<file path="src/hw/rtl/lgs_pkg.sv">
// life generation stencil: shared types, constants and helper functions
// no dependencies; used by every module of the block
package lgs_pkg;

    // configuration register widths and indexes
    localparam int unsigned CFG_W     = 11;
    localparam int unsigned CFG_IDX_W = 1;

    localparam logic [CFG_IDX_W-1:0] REG_BOARD_ROWS = 1'd0;
    localparam logic [CFG_IDX_W-1:0] REG_BOARD_COLS = 1'd1;

    // smallest board that has an interior cell
    localparam logic [CFG_W-1:0] MIN_SIZE = 11'd3;

    // reported coordinate width
    localparam int unsigned POS_OUT_W = 10;

    // one line store entry: {row two above, row above}
    localparam int unsigned LINE_W = 2;

    // effective board size after clamping
    typedef struct packed {
        logic [CFG_W-1:0] rows;
        logic [CFG_W-1:0] cols;
    } board_size_t;

    // clamp a written size into 3 .. hi
    function automatic logic [CFG_W-1:0] clamp_size(logic [CFG_W-1:0] v, int unsigned hi);
        logic [CFG_W-1:0] res;
        res = v;
        if (v < MIN_SIZE)
        begin
            res = MIN_SIZE;
        end
        else if (32'(v) > hi)
        begin
            res = CFG_W'(hi);
        end
        return res;
    endfunction

    // b3/s23 rule on the eight-neighbour count
    function automatic logic life_rule(logic centre, logic [3:0] count);
        logic res;
        if (centre)
        begin
            res = (count == 4'd2) || (count == 4'd3);
        end
        else
        begin
            res = (count == 4'd3);
        end
        return res;
    endfunction

endpackage

</file>
<file path="src/hw/rtl/life_generation_stencil.sv">
// life generation stencil: top level, raster position and pipeline control
// depends on lgs_pkg, lgs_cfg, lgs_line_store and lgs_cell_eval
//
// Computes one b3/s23 generation of a board streamed in raster order, one
// cell per item, border cells included. The block takes one item every clock
// cycle for as long as the result side keeps up; the figure is set by the
// single line store memory, which is read once per item at the incoming
// column and written back as the item leaves stage one. An interior cell (r, c)
// is reported once cell (r+1, c+1) has been taken; its result is registered
// when that item leaves stage one. Border cells give no result. Writing
// board_rows or board_cols restarts the scan at row 0, column 0; sizes below 3
// act as 3 and sizes above MAX_ROWS or MAX_COLS act as those limits. After the
// last cell of the board the scan wraps and the next pass begins. There is no
// clearing pass after reset: the first two rows of every pass refill the line
// store before any result reads it.
module life_generation_stencil #(
    parameter int unsigned MAX_COLS = 1024,
    parameter int unsigned MAX_ROWS = 1024
) (
    input  logic                             clk,
    input  logic                             rst_n,
    // configuration write port
    input  logic                             cfg_we,
    input  logic [lgs_pkg::CFG_IDX_W-1:0]    cfg_index,
    input  logic [lgs_pkg::CFG_W-1:0]        cfg_data,
    // cell items in
    input  logic                             in_valid,
    output logic                             in_stall,
    input  logic                             cell_alive,
    // result items out
    output logic                             out_valid,
    input  logic                             out_stall,
    output logic                             next_alive,
    output logic [lgs_pkg::POS_OUT_W-1:0]    cell_row,
    output logic [lgs_pkg::POS_OUT_W-1:0]    cell_col,
    output logic                             last_cell
);

    // the size registers are 11 bits, so a row count never exceeds 2047
    localparam int unsigned ROW_LIM = (MAX_ROWS > 2048) ? 2048 : MAX_ROWS;
    localparam int unsigned ROW_W   = $clog2(ROW_LIM);
    localparam int unsigned COL_W   = $clog2(MAX_COLS);

    lgs_pkg::board_size_t size;
    logic                 restart;

    // raster position of the next item to be taken
    logic [ROW_W-1:0] row_reg;
    logic [ROW_W-1:0] row_next;
    logic [COL_W-1:0] col_reg;
    logic [COL_W-1:0] col_next;
    logic [COL_W:0]   col_inc;
    logic [ROW_W:0]   row_inc;

    // stage one: line store read in flight for this item
    logic             s1_valid_reg;
    logic [ROW_W-1:0] s1_row_reg;
    logic [COL_W-1:0] s1_col_reg;
    logic             s1_bot_reg;

    logic                        accept;
    logic                        advance;
    logic [lgs_pkg::LINE_W-1:0]  line_data;
    logic [2:0]                  column;

    lgs_cfg #(
        .MAX_ROWS (MAX_ROWS),
        .MAX_COLS (MAX_COLS)
    ) u_cfg (
        .clk       (clk),
        .rst_n     (rst_n),
        .cfg_we    (cfg_we),
        .cfg_index (cfg_index),
        .cfg_data  (cfg_data),
        .size      (size),
        .restart   (restart)
    );

    // stall only when stage one is full and cannot move on
    assign in_stall = s1_valid_reg && !advance;
    assign accept   = in_valid && !in_stall;

    // advance the raster position, wrapping at the end of row and board
    assign col_inc = {1'b0, col_reg} + (COL_W + 1)'(1);
    assign row_inc = {1'b0, row_reg} + (ROW_W + 1)'(1);

    always_comb
    begin
        row_next = row_reg;
        col_next = col_reg;
        if (restart)
        begin
            row_next = '0;
            col_next = '0;
        end
        else if (accept)
        begin
            if (32'(col_inc) >= 32'(size.cols))
            begin
                col_next = '0;
                if (32'(row_inc) >= 32'(size.rows))
                begin
                    row_next = '0;
                end
                else
                begin
                    row_next = row_inc[ROW_W-1:0];
                end
            end
            else
            begin
                col_next = col_inc[COL_W-1:0];
            end
        end
    end

    always_ff @(posedge clk or negedge rst_n)
    begin
        if (!rst_n)
        begin
            row_reg      <= '0;
            col_reg      <= '0;
            s1_valid_reg <= 1'b0;
        end
        else
        begin
            row_reg <= row_next;
            col_reg <= col_next;
            if (accept)
            begin
                s1_valid_reg <= 1'b1;
            end
            else if (advance)
            begin
                s1_valid_reg <= 1'b0;
            end
        end
    end

    always_ff @(posedge clk)
    begin
        if (accept)
        begin
            s1_row_reg <= row_reg;
            s1_col_reg <= col_reg;
            s1_bot_reg <= cell_alive;
        end
    end

    // line store: bit 1 is the row two above, bit 0 the row above.
    // the read for an item is at column c while the write-back of the item
    // ahead of it goes to a different column, so no forwarding is needed
    lgs_line_store #(
        .DEPTH (MAX_COLS),
        .AW    (COL_W)
    ) u_line_store (
        .clk     (clk),
        .rd_en   (accept),
        .rd_addr (col_reg),
        .rd_data (line_data),
        .wr_en   (advance),
        .wr_addr (s1_col_reg),
        .wr_data ({line_data[0], s1_bot_reg})
    );

    // column of three: top, middle, bottom (the incoming cell)
    assign column = {s1_bot_reg, line_data[0], line_data[1]};

    lgs_cell_eval #(
        .ROW_W (ROW_W),
        .COL_W (COL_W)
    ) u_cell_eval (
        .clk        (clk),
        .rst_n      (rst_n),
        .s1_valid   (s1_valid_reg),
        .s1_row     (s1_row_reg),
        .s1_col     (s1_col_reg),
        .column     (column),
        .size       (size),
        .advance    (advance),
        .out_valid  (out_valid),
        .out_stall  (out_stall),
        .next_alive (next_alive),
        .cell_row   (cell_row),
        .cell_col   (cell_col),
        .last_cell  (last_cell)
    );

`ifndef SYNTH
    // raster position always lies inside the configured board
    a_row_in_board: assert property (@(posedge clk) disable iff (!rst_n)
        32'(row_reg) < 32'(size.rows))
        else $error("row position outside board");

    a_col_in_board: assert property (@(posedge clk) disable iff (!rst_n)
        32'(col_reg) < 32'(size.cols))
        else $error("column position outside board");

    // a read never hits the column being written back in the same cycle
    a_no_rw_clash: assert property (@(posedge clk) disable iff (!rst_n)
        (accept && advance) |-> (col_reg != s1_col_reg))
        else $error("line store read and write at the same column");

    // the input side stalls only behind a held stage one
    a_stall_cause: assert property (@(posedge clk) disable iff (!rst_n)
        in_stall |-> (s1_valid_reg && out_valid && out_stall))
        else $error("stall without a blocked result");

    // an interior item leaving stage one shows up as a result next cycle
    a_result_follows: assert property (@(posedge clk) disable iff (!rst_n)
        (advance && (32'(s1_row_reg) >= 32'd2) && (32'(s1_col_reg) >= 32'd2))
        |=> out_valid)
        else $error("interior cell lost");
`endif

endmodule

</file>
<file path="src/hw/rtl/lgs_cfg.sv">
// life generation stencil: board size registers with clamping
// depends on lgs_pkg
module lgs_cfg #(
    parameter int unsigned MAX_ROWS = 1024,
    parameter int unsigned MAX_COLS = 1024
) (
    input  logic                           clk,
    input  logic                           rst_n,
    input  logic                           cfg_we,
    input  logic [lgs_pkg::CFG_IDX_W-1:0]  cfg_index,
    input  logic [lgs_pkg::CFG_W-1:0]      cfg_data,
    output lgs_pkg::board_size_t           size,
    output logic                           restart
);

    localparam logic [lgs_pkg::CFG_W-1:0] ROWS_RST =
        (MAX_ROWS < 1024) ? lgs_pkg::CFG_W'(MAX_ROWS) : 11'd1024;
    localparam logic [lgs_pkg::CFG_W-1:0] COLS_RST =
        (MAX_COLS < 1024) ? lgs_pkg::CFG_W'(MAX_COLS) : 11'd1024;

    lgs_pkg::board_size_t size_reg;
    lgs_pkg::board_size_t size_next;

    always_comb
    begin
        size_next = size_reg;
        if (cfg_we)
        begin
            unique case (cfg_index)
                lgs_pkg::REG_BOARD_ROWS:
                begin
                    size_next.rows = lgs_pkg::clamp_size(cfg_data, MAX_ROWS);
                end
                lgs_pkg::REG_BOARD_COLS:
                begin
                    size_next.cols = lgs_pkg::clamp_size(cfg_data, MAX_COLS);
                end
                default:
                begin
                    size_next = size_reg;
                end
            endcase
        end
    end

    always_ff @(posedge clk or negedge rst_n)
    begin
        if (!rst_n)
        begin
            size_reg.rows <= ROWS_RST;
            size_reg.cols <= COLS_RST;
        end
        else
        begin
            size_reg <= size_next;
        end
    end

    assign size    = size_reg;
    // any register write restarts the raster scan
    assign restart = cfg_we;

endmodule

</file>
<file path="src/hw/rtl/lgs_line_store.sv">
// life generation stencil: line store memory, one entry per board column
// depends on lgs_pkg; synchronous read with registered read data
module lgs_line_store #(
    parameter int unsigned DEPTH = 1024,
    parameter int unsigned AW    = 10
) (
    input  logic                        clk,
    input  logic                        rd_en,
    input  logic [AW-1:0]               rd_addr,
    output logic [lgs_pkg::LINE_W-1:0]  rd_data,
    input  logic                        wr_en,
    input  logic [AW-1:0]               wr_addr,
    input  logic [lgs_pkg::LINE_W-1:0]  wr_data
);

    logic [lgs_pkg::LINE_W-1:0] mem [DEPTH];
    logic [lgs_pkg::LINE_W-1:0] rd_data_reg;

    always_ff @(posedge clk)
    begin
        if (wr_en)
        begin
            mem[wr_addr] <= wr_data;
        end
    end

    // read data holds while the consumer stalls
    always_ff @(posedge clk)
    begin
        if (rd_en)
        begin
            rd_data_reg <= mem[rd_addr];
        end
    end

    assign rd_data = rd_data_reg;

endmodule

</file>
<file path="src/hw/rtl/lgs_cell_eval.sv">
// life generation stencil: neighbour window, b3/s23 rule and output register
// depends on lgs_pkg
module lgs_cell_eval #(
    parameter int unsigned ROW_W = 10,
    parameter int unsigned COL_W = 10
) (
    input  logic                             clk,
    input  logic                             rst_n,
    input  logic                             s1_valid,
    input  logic [ROW_W-1:0]                 s1_row,
    input  logic [COL_W-1:0]                 s1_col,
    input  logic [2:0]                       column,
    input  lgs_pkg::board_size_t             size,
    output logic                             advance,
    output logic                             out_valid,
    input  logic                             out_stall,
    output logic                             next_alive,
    output logic [lgs_pkg::POS_OUT_W-1:0]    cell_row,
    output logic [lgs_pkg::POS_OUT_W-1:0]    cell_col,
    output logic                             last_cell
);

    // bits 2:0 column c-1 (bottom, middle, top), bits 5:3 column c-2
    logic [5:0] window_reg;
    logic [5:0] window_next;

    logic       out_valid_reg;
    logic       out_free;
    logic       hit;
    logic       centre;
    logic [3:0] count;
    logic       alive;
    logic       last;
    logic [ROW_W-1:0] row_m1;
    logic [COL_W-1:0] col_m1;

    logic                            alive_reg;
    logic [lgs_pkg::POS_OUT_W-1:0]   row_reg;
    logic [lgs_pkg::POS_OUT_W-1:0]   col_reg;
    logic                            last_reg;

    assign out_free = !out_valid_reg || !out_stall;
    assign advance  = s1_valid && out_free;

    // interior cell (r-1, c-1) is complete once (r, c) is here
    assign hit    = (32'(s1_row) >= 32'd2) && (32'(s1_col) >= 32'd2);
    assign centre = window_reg[1];
    assign count  = 4'(column[0]) + 4'(column[1]) + 4'(column[2])
                  + 4'(window_reg[0]) + 4'(window_reg[2])
                  + 4'(window_reg[3]) + 4'(window_reg[4]) + 4'(window_reg[5]);
    assign alive  = lgs_pkg::life_rule(centre, count);
    assign last   = (32'(s1_row) + 32'd1 == 32'(size.rows))
                 && (32'(s1_col) + 32'd1 == 32'(size.cols));
    assign row_m1 = s1_row - ROW_W'(1);
    assign col_m1 = s1_col - COL_W'(1);

    assign window_next = {window_reg[2:0], column};

    always_ff @(posedge clk or negedge rst_n)
    begin
        if (!rst_n)
        begin
            window_reg    <= '0;
            out_valid_reg <= 1'b0;
        end
        else
        begin
            if (advance)
            begin
                window_reg <= window_next;
            end
            if (out_free)
            begin
                out_valid_reg <= s1_valid && hit;
            end
        end
    end

    always_ff @(posedge clk)
    begin
        if (advance && hit)
        begin
            alive_reg <= alive;
            row_reg   <= lgs_pkg::POS_OUT_W'(32'(row_m1));
            col_reg   <= lgs_pkg::POS_OUT_W'(32'(col_m1));
            last_reg  <= last;
        end
    end

    assign out_valid  = out_valid_reg;
    assign next_alive = alive_reg;
    assign cell_row   = row_reg;
    assign cell_col   = col_reg;
    assign last_cell  = last_reg;

endmodule

</file>
<file path="config.mk">
export PLATFORM = sky130hd
export DESIGN_NAME = life_generation_stencil
export DESIGN_NICKNAME = d
export VERILOG_FILES = /design/src/hw/rtl/lgs_pkg.sv /design/src/hw/rtl/life_generation_stencil.sv /design/src/hw/rtl/lgs_cfg.sv /design/src/hw/rtl/lgs_line_store.sv /design/src/hw/rtl/lgs_cell_eval.sv
export SDC_FILE = /design/constraint.sdc
export NUM_CORES = 2
export LEC_CHECK = 0
export BUFFER_PORTS_ARGS = -buffer_cell sky130_fd_sc_hd__buf_2
export CAP_MARGIN = 20
export CORE_MARGIN = 4
export CORE_UTILIZATION = 30
export CTS_CLUSTER_DIAMETER = 40
export DETAILED_ROUTE_END_ITERATION = 10
export MAX_ROUTING_LAYER = met4
export SKIP_LAST_GASP = 1
export SLEW_MARGIN = 20
export SYNTH_ARGS = -nofsm -noshare
export SYNTH_HDL_FRONTEND = slang
export SYNTH_SLANG_ARGS = --single-unit
</file>
<file path="constraint.sdc">
create_clock -name clk -period 49.8 [get_ports clk]
set_input_delay 9.96 -clock clk [delete_from_list [all_inputs] [get_ports clk]]
set_output_delay 9.96 -clock clk [all_outputs]
set_load 0.02 [all_outputs]
</file>
# Word-level counts from Yosys, hierarchy flattened
# Memory sizes are Yosys's and may differ from the RTL's. A register that Yosys moved wholly into a read port is not among the register bits.
# Cells that the tools add are included.
[totals] output_inout_bits=24 n_memories=1 inputBits=18 register_bits=93 elab_cells=72 ram_bits=2048
[classes] n_reduce_logical=19 mux=14 n_addsub=13 n_eq_ne=4 order_cmp=6 bitwise_logic=1
[mem_list] name="u_line_store.mem" depth=1024 width=2 rd=1 rd_ports_with_merged_regs=1 wr=1 line="lgs_line_store.sv:16" text="logic [lgs_pkg::LINE_W-1:0] mem [DEPTH];"
[op_table] cell="10-bit 2-to-1 mux" count=7
[op_table] cell="32-bit by 11-bit == test with 1-bit output" count=2
[op_table] cell="10-bit by 1-bit adder with 11-bit output, second input constant" count=4
[op_table] cell="4-bit by 1-bit adder with 4-bit output" count=6
[op_table] cell="11-bit >= comparator" count=2
[op_table] cell="11-bit 2-to-1 mux" count=2
[op_table] cell="10-bit by 2-bit >= comparator with 1-bit output, second input constant" count=2
[op_table] cell="10-bit by 1-bit subtractor with 10-bit output, second input constant" count=2
[op_table] cell="11-bit greater-than comparator, second input constant" count=1
[op_table] cell="11-bit by 2-bit less-than comparator with 1-bit output, second input constant" count=1
[op_table] cell="4-bit by 2-bit == test with 1-bit output, second input constant" count=2
[op_table] cell="1-bit logical AND" count=7
[op_table] cell="2-bit AND reduction" count=3
[op_table] cell="2-bit nonzero test" count=3
[op_table] cell="1-bit 2-to-1 mux" count=5
[op_table] cell="1-bit logical NOT" count=4
[op_table] cell="1-bit by 1-bit adder with 2-bit output" count=1
[op_table] cell="1-bit logical OR" count=2
[op_table] cell="1-bit inverter" count=1

# Logic depth before layout (Yosys ltp)
[logic_depth] word_depth=10 ltp_mapped=18 mapped_depth_nobuf=14

# Cells and area by module
# Synthesis repeated with hierarchy kept, for this count alone.
[hier_totals] hier_cells=5333 area_unflattened_um2=89331.9
[modules_own_cells] module="lgs_line_store" seq_area_each_um2=61559.0 area_each_um2=83777.8 instances=1 cells_per_inst=4793
[modules_own_cells] module="life_generation_stencil" seq_area_each_um2=1156.1 area_each_um2=2436.1 instances=1 cells_per_inst=222
[modules_own_cells] module="lgs_cell_eval" seq_area_each_um2=835.8 area_each_um2=2212.1 instances=1 cells_per_inst=234
[modules_own_cells] module="lgs_cfg" seq_area_each_um2=553.0 area_each_um2=905.9 instances=1 cells_per_inst=84

# Worst setup path after synthesis
# Ideal clock, no wire load.
[synth_timing] kind="input-to-output" from="input out_stall" to="output in_stall" path_stages=2 setup_slack_ns=29.635 n_path_buf=0 required_ns=39.840 arrival_time_ns=10.205 path_cell_list="nand3_1 inv_1"
[synth_via] elab_chain_len=5
[synth_lines] item="start, declared" line="life_generation_stencil.sv:32" text="input logic out_stall,"
[synth_lines] item="1-bit logical NOT" line="lgs_cell_eval.sv:42" text="assign out_free = !out_valid_reg || !out_stall;"
[synth_lines] item="1-bit logical OR" line="lgs_cell_eval.sv:42"
[synth_lines] item="1-bit logical AND" line="lgs_cell_eval.sv:43" text="assign advance = s1_valid && out_free;"
[synth_lines] item="1-bit logical NOT" line="life_generation_stencil.sv:80" text="assign in_stall = s1_valid_reg && !advance;"
[synth_lines] item="1-bit logical AND" line="life_generation_stencil.sv:80"
[synth_lines] item="end, declared" line="life_generation_stencil.sv:28" text="output logic in_stall,"
# No other way between the ends.

# Worst setup path in the final report
# Ends and elaborated chain as after synthesis.

==> flow_metrics.py <==
metrics = {
    "run_status": {
        "result_of_the_run": "finished, final reports clean",
    },
    "sta": {
        "finalHoldViolCount": 0,
        "finalSetupTns_ps": 0,
        "finalMaxSlewViolations": 0,
        "fmaxAchievable_ghz": 0.0488,
        "fin_crit_sh_pct": 41.1,
        "worst_slew_margin_rel_pct": 22.1,
        "fin_worst_skew_ps": 71.9,
        "tightestPinTransition_ps": 1170,
        "setup_violations": 0,
        "unrepaired_setup_endpoints_after_global_routing": "no",
        "final_period_minus_worst_setup_slack_ps": 20490,
    },
    "synthesis": {
        "synth_area_per_cell_um2": 17.5,
        "synth.cell_area_um2": 88400,
        "synth.yosys.seq_area_share_pct": 72.5,
        "synth-warning-count": 0,
        "number_of_unique_standard_cell_types_used_by_synthesis": 62,
        "synth_largest_area_cell": "sky130_fd_sc_hd__edfxtp_1",
        "synth.area.top_cells": "sky130_fd_sc_hd__edfxtp_1, sky130_fd_sc_hd__mux4_2, sky130_fd_sc_hd__nor2_1",
        "synth_seq_cells": 2143,
        "postSynthNetCount": 5125,
        "synth.top_cell.area_share_pct": 71.1,
        "synth-main-ff-cell": "sky130_fd_sc_hd__edfxtp_1",
        "postSynth.asyncResetShare_pct": 2.33,
        "synth_enable_flop_cells": 2093,
        "syn-instance-count": 5068,
        "most_numerous_cell_in_the_yosys_netlist": "sky130_fd_sc_hd__edfxtp_1",
        "synth_top_cells_by_count": "sky130_fd_sc_hd__edfxtp_1, sky130_fd_sc_hd__nor2_1, sky130_fd_sc_hd__mux4_2, sky130_fd_sc_hd__clkbuf_1, sky130_fd_sc_hd__nand2_1",
    },
    "worst_setup_path": {
        "critPathKind": "input pin to primary output",
        "path_max_fanout": 3,
        "cp-start-kind": "input pin",
        "worst_ep_required_time_ps": 39840,
        "arrival_ps": 10530,
        "critical_path.endpoint_type": "primary output",
    },
    "power_and_ir_drop": {
        "sequentialPowerShare_pct": 41.1,
        "power.clock.fraction_pct": 40.4,
        "p_switching_uw": 1370,
        "power-per-cell-area_nw_per_um2": 49.9,
        "p_leak_uw": 0.0309,
        "power.internal_uw": 3760,
        "power.share.combinational_pct": 18.5,
        "sw_frac_of_total_pct": 26.7,
        "peakVddDrop_mv": 0.0394,
    },
    "clock_tree": {
        "postCtsSetupBuffers": 0,
        "clock_insertion_delay_worst_skew_ps": 900,
        "cts_htree_levels": 5,
        "clk_path_buf_depth": 4,
        "cts.sinks": 2143,
        "clkTransAtPathRegs_ps": 60,
        "cts-hold-fix-buffers": 0,
        "clock_tree.root_cell": "sky130_fd_sc_hd__clkbuf_16",
        "cts_tree": "done",
        "cts_repair_resize_count": 0,
        "tritoncts_buffer_count": 301,
    },
    "floorplanning": {
        "die_h_um": 551,
        "core_area_um2": 294000,
        "fp.dieArea_um2": 304000,
        "die_x_um": 551,
        "std_cell_rows": 199,
        "floorplan.initialDensity_pct": 30.1,
        "pin_count": 42,
    },
    "route": {
        "vias_per_cell": 5.16,
        "finalWirelength_mm": 235,
        "postRouteAntennaNets": 0,
        "drcViolationCount": 0,
        "detail_route.wl_per_cell_um": 25.3,
        "drt_first_pass_iters": 5,
        "vias": 47900,
        "dr.first_iter.drc_count": 5858,
    },
    "job": {
        "drv_cap": 0,
    },
    "final_layout": {
        "post_route_cells_drive_above_1_share_pct": 23.9,
        "largest_register_ffs": 2048,
        "fin_cells": 9278,
        "flow.area_growth_from_synthesis_pct": 16.3,
        "design.final.nets": 5195,
    },
    "global_routing": {
        "pin_count_of_the_biggest_net_entering_global_routing": 254,
        "grt_antenna_before_repair": 7,
        "vias_in_the_first_global_route": 49100,
        "gr-total-overflow": 0,
        "grt_util_all_layers_pct": 15.6,
        "grt_first_pass_wirelength_mm": 341,
    },
    "hold_path": {
        "hold_path.class": "register to register",
    },
    "placement": {
        "hpwl_mm": 127,
        "io_buffers": 41,
        "placed_cells": 8752,
        "gp_congestion": 0.803,
    },
}
[cell usage in the layout (no fill, tap or decap), types with 26 or more instances in the layout]
cell,instances
sky130_fd_sc_hd__xnor2_1,37
sky130_fd_sc_hd__buf_4,116
sky130_fd_sc_hd__mux4_2,553
sky130_fd_sc_hd__inv_6,40
sky130_fd_sc_hd__clkinv_2,30
sky130_fd_sc_hd__mux2i_1,60
sky130_fd_sc_hd__edfxtp_1,2093
sky130_fd_sc_hd__clkbuf_1,29
sky130_fd_sc_hd__nand2_1,126
sky130_fd_sc_hd__inv_1,40
sky130_fd_sc_hd__a21oi_1,44
sky130_fd_sc_hd__clkinv_1,26
sky130_fd_sc_hd__o21ai_0,57
sky130_fd_sc_hd__ha_1,35
sky130_fd_sc_hd__dfrtp_1,44
sky130_fd_sc_hd__nor2_1,1083
sky130_fd_sc_hd__nor3_1,37
sky130_fd_sc_hd__nand3_1,43
sky130_fd_sc_hd__clkbuf_16,308
sky130_fd_sc_hd__clkinvlp_4,27
sky130_fd_sc_hd__a22oi_1,67
sky130_fd_sc_hd__buf_2,41
[final timing paths]
path | start | endpoint | slack, ps | cells past startpoint
max | out_stall | in_stall | 29310 | 4
min | u_cell_eval.window_reg[2]$_DFFE_PN0P_ | u_cell_eval.window_reg[5]$_DFFE_PN0P_ | 490 | 2
max reg2reg | col_reg[0]$_DFFE_PN0P_ | u_line_store.rd_data[0]$_DFFE_PP_ | 43880 | 9
min reg2reg | u_cell_eval.window_reg[2]$_DFFE_PN0P_ | u_cell_eval.window_reg[5]$_DFFE_PN0P_ | 490 | 2
max in group asynchronous | rst_n | col_reg[0]$_DFFE_PN0P_ | 40020 | 2
min in group asynchronous | rst_n | u_cell_eval.out_valid$_DFFE_PN0P_ | 9190 | 2
[per-layer routing]
metal / global-route usage, % / wire length [um] / vias up
met5: - / 0 / -
met4: 5.05 / 7430 / 0
met2: 24.1 / 111000 / 2147
met1: 20.8 / 96200 / 25300
met3: 3.07 / 19700 / 461
li1: - / - / 20000
[area by class of cell]
| type | count | area (um^2) |
|---|---|---|
| timing repair buffer | 170 | 1310 |
| tap | 3919 | 4900 |
| inverter | 40 | 150 |
| antenna | 2 | 5.00 |
| multi-input combinational | 2482 | 22600 |
| clock inverter | 183 | 1880 |
| fill | 27400 | 191000 |
| sequential | 2143 | 64100 |
| clock buffer | 339 | 7840 |
[kinds of logic after synthesis]
kind of cell / synth area share [%]
xor+xnor: 0.594
mux: 15.0
buf+inv: 2.36
flops: 72.5
compound gates: 2.23
simple gates: 6.74
fa+ha+maj: 0.586
[power groups by stage]
stage | registers, uW | clock network [uW] | logic [uW]
final | 2110 | 2070 | 952
after global routing | 2110 | 2190 | 1020
after CTS | 2110 | 2110 | 962
after detailed placement | 2150 | 0 | 959
after global placement | 2140 | 0 | 950
after floorplan | 2260 | 0 | 665
[through the flow]
step	util (%)	total power [uW]	area (um^2)	hold slack (ps)	worst slack (ps)
2_1_floorplan	-	2930	88400	423	29640
3_3_place_gp	31.7	3100	93000	463	29230
3_5_place_dp	31.7	3100	93000	474	29260
4_1_cts	35.0	5180	103000	492	29260
5_1_grt	35.0	5310	103000	523	29250
6_report	35.0	5130	103000	492	29310
[worst max-delay path, cell delays in order]
cell and delay [ps]:
sky130_fd_sc_hd__buf_2 130, sky130_fd_sc_hd__nand3_1 150, sky130_fd_sc_hd__inv_1 120, sky130_fd_sc_hd__buf_2 180
Note: power is estimated with default switching activity, not from simulation.
